**src/hw/rtl/sip_pkg.sv**
```systemverilog
// ----------------------------------------------------------------------------
// sip_pkg
// Shared types and constants for the segment intersection point pipeline.
// ----------------------------------------------------------------------------
package sip_pkg;

  // Coordinates carried by one input word: four end points, x and y each.
  localparam int FIELD_COUNT = 8;

  // Control that travels beside the payload from the cross-product front end.
  typedef struct packed {
    logic valid;
    logic hit;
  } sip_ctrl_t;

endpackage

```
**src/hw/rtl/sip_divider.sv**
```systemverilog
// ----------------------------------------------------------------------------
// sip_divider
// One quotient lane: restoring division, one quotient bit per stage, then
// sign, offset by the start point and zero the result on a miss.
// ----------------------------------------------------------------------------
module sip_divider #(
  parameter int COORD_BITS = 13,
  parameter int FRAC_BITS  = 8
) (
  input  logic                                  clk,
  input  logic                                  rst,
  input  logic                                  advance,
  input  sip_pkg::sip_ctrl_t                    in_ctrl,
  input  logic [3*COORD_BITS+FRAC_BITS+4:0]     in_num,
  input  logic [2*COORD_BITS+2:0]               in_den,
  input  logic                                  in_neg,
  input  logic signed [COORD_BITS-1:0]          in_base,
  output sip_pkg::sip_ctrl_t                    out_ctrl,
  output logic [COORD_BITS+FRAC_BITS-1:0]       out_coord
);

  localparam int CW  = COORD_BITS;
  localparam int NW  = 3 * CW + FRAC_BITS + 5;
  localparam int DVW = 2 * CW + 3;
  localparam int QB  = CW + FRAC_BITS + 1;
  localparam int OW  = CW + FRAC_BITS;
  localparam int SW  = OW + 2;

  logic [NW-1:0]        num_q  [QB];
  logic [DVW-1:0]       den_q  [QB];
  logic [QB-1:0]        quo_q  [QB];
  logic                 neg_q  [QB];
  logic signed [CW-1:0] base_q [QB];
  sip_pkg::sip_ctrl_t   ctrl_q [QB];

  for (genvar k = 0; k < QB; k++) begin : g_stage
    localparam int B = QB - 1 - k;
    logic [NW-1:0]        num_i, trial;
    logic [DVW-1:0]       den_i;
    logic [QB-1:0]        quo_i;
    logic                 neg_i, ge;
    logic signed [CW-1:0] base_i;
    sip_pkg::sip_ctrl_t   ctrl_i;

    if (k == 0) begin : g_first
      assign num_i  = in_num;
      assign den_i  = in_den;
      assign quo_i  = '0;
      assign neg_i  = in_neg;
      assign base_i = in_base;
      assign ctrl_i = in_ctrl;
    end else begin : g_next
      assign num_i  = num_q[k-1];
      assign den_i  = den_q[k-1];
      assign quo_i  = quo_q[k-1];
      assign neg_i  = neg_q[k-1];
      assign base_i = base_q[k-1];
      assign ctrl_i = ctrl_q[k-1];
    end

    assign trial = NW'(den_i) << B;
    assign ge    = (num_i >= trial);

    always_ff @(posedge clk) begin
      if (rst) begin
        ctrl_q[k] <= '0;
      end else if (advance) begin
        ctrl_q[k] <= ctrl_i;
      end
    end

    always_ff @(posedge clk) begin
      if (advance) begin
        num_q[k]  <= ge ? num_i - trial : num_i;
        quo_q[k]  <= quo_i | (ge ? (QB'(1) << B) : QB'(0));
        den_q[k]  <= den_i;
        neg_q[k]  <= neg_i;
        base_q[k] <= base_i;
      end
    end
  end

  logic signed [SW-1:0] sq, sum;
  assign sq  = neg_q[QB-1] ? -SW'(quo_q[QB-1]) : SW'(quo_q[QB-1]);
  assign sum = (SW'(base_q[QB-1]) <<< FRAC_BITS) + sq;

  always_ff @(posedge clk) begin
    if (rst) begin
      out_ctrl <= '0;
    end else if (advance) begin
      out_ctrl <= ctrl_q[QB-1];
    end
  end

  always_ff @(posedge clk) begin
    if (advance) begin
      out_coord <= ctrl_q[QB-1].hit ? sum[OW-1:0] : '0;
    end
  end

endmodule

```
**config.mk**
```make
export PLATFORM = sky130hd
export DESIGN_NAME = sip_divider
export DESIGN_NICKNAME = d
export VERILOG_FILES = /design/src/hw/rtl/sip_pkg.sv /design/src/hw/rtl/sip_divider.sv
export SDC_FILE = /design/constraint.sdc
export NUM_CORES = 2
export LEC_CHECK = 0
export BUFFER_PORTS_ARGS = -buffer_cell sky130_fd_sc_hd__buf_2
export CAP_MARGIN = 15
export CORE_MARGIN = 1.5
export CORE_UTILIZATION = 45
export DETAILED_ROUTE_END_ITERATION = 10
export GPL_TIMING_DRIVEN = 0
export PLACE_DENSITY = 0.57
export SYNTH_ARGS = -nofsm -noshare
export SYNTH_HDL_FRONTEND = slang
export SYNTH_SLANG_ARGS = --single-unit
```
**constraint.sdc**
```tcl
create_clock -name clk -period 9.95 [get_ports clk]
set_input_delay 0.995 -clock clk [delete_from_list [all_inputs] [get_ports clk]]
set_output_delay 0.995 -clock clk [all_outputs]
set_load 0.01 [all_outputs]
```
# After elaboration in Yosys (flattened, before gate mapping)
# Memory sizes are Yosys's and may differ from the RTL's.
# Cells that the tools add are included.
# classes
mux	73
bitwise	43
n_lt_le_gt_ge	22
addsub	24
# op_table
op	n
52-bit two-way mux	22
52-bit by 29-bit >= comparator with 1-bit output	1
52-bit by 30-bit >= comparator with 1-bit output	1
52-bit by 31-bit >= comparator with 1-bit output	1
52-bit by 32-bit >= comparator with 1-bit output	1
52-bit by 33-bit >= comparator with 1-bit output	1
52-bit by 34-bit >= comparator with 1-bit output	1
52-bit by 35-bit >= comparator with 1-bit output	1
52-bit by 36-bit >= comparator with 1-bit output	1
52-bit by 37-bit >= comparator with 1-bit output	1
52-bit by 38-bit >= comparator with 1-bit output	1
52-bit by 39-bit >= comparator with 1-bit output	1
52-bit by 40-bit >= comparator with 1-bit output	1
52-bit by 41-bit >= comparator with 1-bit output	1
52-bit by 42-bit >= comparator with 1-bit output	1
52-bit by 43-bit >= comparator with 1-bit output	1
52-bit by 44-bit >= comparator with 1-bit output	1
52-bit by 45-bit >= comparator with 1-bit output	1
52-bit by 46-bit >= comparator with 1-bit output	1
52-bit by 47-bit >= comparator with 1-bit output	1
52-bit by 48-bit >= comparator with 1-bit output	1
52-bit by 49-bit >= comparator with 1-bit output	1
52-bit by 50-bit >= comparator with 1-bit output	1
52-bit by 29-bit subtractor with 52-bit output	1
67 further kinds	117
# totals
output_inout_bits	23
input_bits	100
ff_bits	23
ramBits	2618
mem_count	6
# memory_table
memory	depth	word_bits	read_ports	rd_ports_with_merged_regs	wr	line	rtl
num_q	22	52	21	0	22	sip_divider.sv:29	logic [NW-1:0] num_q [QB];
den_q	22	29	21	0	22	sip_divider.sv:30	logic [DVW-1:0] den_q [QB];
quo_q	22	22	22	0	22	sip_divider.sv:31	logic [QB-1:0] quo_q [QB];
base_q	22	13	22	0	22	sip_divider.sv:33	logic signed [CW-1:0] base_q [QB];
ctrl_q	22	2	22	0	22	sip_divider.sv:34	sip_pkg::sip_ctrl_t ctrl_q [QB];
neg_q	22	1	22	0	22	sip_divider.sv:32	logic neg_q [QB];

# Logic depth before layout (Yosys ltp)
# depth
word_depth	4
ltp_mapped	18
mapped_depth_nobuf	18

# Worst setup path before layout
# OpenSTA, ideal clock, no wires.
# synth_path
path_type	input to register
from	input in_den[4]
to	memory num_q[0][21] (netlist name), data pin
arrival_ns	3.592
path_stages	13
slack_ns	6.091
required_ns	9.683
setup_ns	0.267
path_cell_list	inv_1 > ha_1 > a211oi_1 > o21ai_0 > a221oi_1 > o211ai_1 > o211ai_1 > o21ai_0 > o211ai_1 > o2bb2ai_1 > clkbuf_1 > clkbuf_1 > o21ai_0
# synth_rtl
element	line	rtl
start: declaration	sip_divider.sv:15	input logic [2*COORD_BITS+2:0] in_den,
end: declaration	sip_divider.sv:29	

==> qor.csv <==
metric,value,unit
antenna_left,0,
max_cap_viol_count,0,
critPathMaxFanout,10,
clock_sinks,2307,
seq_area_frac_synth,0.587,
worst_slew_pin_slew,1.25,ns
status,"finished, final reports clean",
hold_path.class,in -> reg,
drt-initial-drc-count,6515,
final_common_cell,edfxtp_1,
arrival,6.04,ns
critPathLaunchType,register,
routabilityCongestion,0.931,
power_per_cell_area,284,nW/um^2
hold_viol,0,
syn_nets,10800,
overflow,0,
die_y,515,um
grt_max_degree,187,
antenna_found_initial,10,
cp-end-kind,register,
synth_flop_cell,edfxtp_1,
yosys_warnings,0,
num_vias,78100,
final_cell_mix,"edfxtp_1 (2305), inv_1 (837), nand2_1 (749)",
setup_viol,0,
drt_wl_total,290,mm
ir_worst_vdd,154,uV
postCtsSetupBuffers,0,
cts_inserted_buffers,267,
ctsResizeCount,0,
syn2layout_area_growth,11.9,%
design_area,132000,sq um
final_layout_size_suffix_gt1_frac,0.0677,
synth_edf_count,2305,
final_core_util,0.507,
root_buffer,clkbuf_16,
drt-wirelength-per-cell,20.5,um
first_global_vias,76600,
hold_slack,0.281,ns
cts_tree,yes,
vias_per_cell,5.54,
grt_pass1_wl,446,mm
slew_headroom,0.168,
leakagePower,0.0508,uW
first_pass_iters,6,
placed_cell_area,123000,sq um
maxSlewViolCount,0,
cts_hold_buf,0,
final_nets,11200,
ys_types,95,
fin_skew,0.0677,ns
ys_ff_latch,2307,
rsz0062_at_grt,false,
start_util,0.454,
io_pins,123,
clockBufferDepth,4,
tns,0,ns
period_share,0.548,
place_hpwl,217,mm
port_buffers,122,
cp.required,10.53,ns
critical_path_class,reg -> reg,
die_area,265000,sq um
fmax,0.183,GHz
syn-cell-area,118000,sq um
drc,0,
dieWidth,515,um
cts.htree.levels,5,
clk_latency,0.89,ns
grtUsageTotal,0.215,
path_clk_slew,0.06,ns
postSynthCellCount,9984,
avgSynthCellArea,11.8,sq um
synthArstFlopShare,0,
rows,187,
core,260000,sq um
finalWorstPathRequiredPeriod,5.46,ns
## per-layer routing
metal	track usage	part of all wire	up-vias	wire length (um)
met5	0	0	-	0
met4	0.0605	0.027	0	7880
met3	0.0316	0.052	429	15100
met2	0.364	0.48	1946	140000
met1	0.287	0.44	38000	127000
li1	-	-	37800	-
## cells by family after synthesis
logic type | synth area share
compound gates | 0.130
xor+xnor | 0.0575
fa+ha+maj | 0.0729
buf+inv | 0.0356
flops | 0.587
mux | 0.00894
simple gates | 0.108
## critical path, cell delays in order (launching register included)
cell and delay (ns):
edfxtp_1 0.46, ha_1 0.25, inv_1 0.08, fa_1 0.20, a21o_1 0.13, a21oi_1 0.12, o21a_1 0.23, o211ai_1 0.34
a41oi_1 0.33, o211ai_1 0.40, a21oi_1 0.16, o21ai_1 0.92, clkbuf_1 0.70, clkbuf_1 0.66, a21oi_1 0.19
## stage by stage
| stage | setup slack [ns] | total power [uW] | std cells |
|---|---|---|---|
| 6_report | 4.49 | 37500 | 14100 |
| 5_1_grt | 4.25 | 39800 | 14100 |
| 4_1_cts | 4.60 | 37700 | 14100 |
| 3_5_place_dp | 3.62 | 27800 | 13600 |
| 3_3_place_gp | -28.77 | 28400 | 13600 |
| 2_1_floorplan | 6.09 | 24000 | 9984 |
## cells in the mapped netlist, types with 20 or more instances
cell	number	area, sq um
a21o_1	389	2920
clkbuf_1	201	754
or4_1	57	428
and2_1	86	538
and3_1	47	294
or3_1	59	369
o41ai_1	21	184
mux2_2	71	800
o2111ai_1	20	175
a21boi_0	29	218
o21a_1	87	653
nor3_1	201	1010
a31o_2	25	219
xor2_1	342	3000
o21ai_0	636	3180
edfxtp_1	2305	69200
nand2b_1	100	626
buf_2	27	135
a211o_1	20	175
nor4b_1	20	175
nor2_1	595	2230
a31oi_1	71	444
or2_2	30	188
o21bai_1	77	578
nand3_1	173	866
ha_1	652	8160
a41oi_1	21	184
buf_1	22	82.6
a21oi_1	736	3680
nor2b_1	101	632
nor4_1	118	738
fa_1	22	440
o31ai_1	57	428
a211oi_1	58	435
o211ai_1	53	398
inv_1	837	3140
nand4_1	125	782
nand2_1	749	2810
xnor2_1	433	3790
## area by class of cell
type                            instances  area, sq um
Fill cell                           22900       128000
Timing Repair Buffer                  140         1010
Sequential cell                      2307        69300
Clock inverter                        152         1590
Tap cell                             3496         4370
Antenna cell                           10         25.0
Clock buffer                          322         7020
Inverter                              841         3160
Buffer                                257         1040
Multi-Input combinational cell       6579        44600
## final timing paths
| check | startpoint | endpoint | slack [ns] | depth (start not counted) |
|---|---|---|---|---|
| min reg2reg | quo_q[4][69] | quo_q[5][3] | 0.39 | 0 |
| max reg2reg | den_q[1][0] | num_q[5][35] | 4.49 | 14 |
| max | den_q[1][0] | num_q[5][35] | 4.49 | 14 |
| min | in_base[12] | base_q[0][12] | 0.28 | 1 |
## sequential cells by signal (all words and copies together) (netlist names)
signal	flops
num_q	1092
den_q	609
base_q	286
quo_q	231
ctrl_q	44
neg_q	22
out_coord	21
out_ctrl	2
## where the power goes
group	leakage (uW)	internal (uW)	switching, uW
sequential	0.0224	13400	1360
clock	0.00417	5670	3990
combinational	0.0243	5380	7680
(Power assumes the default switching activity.)
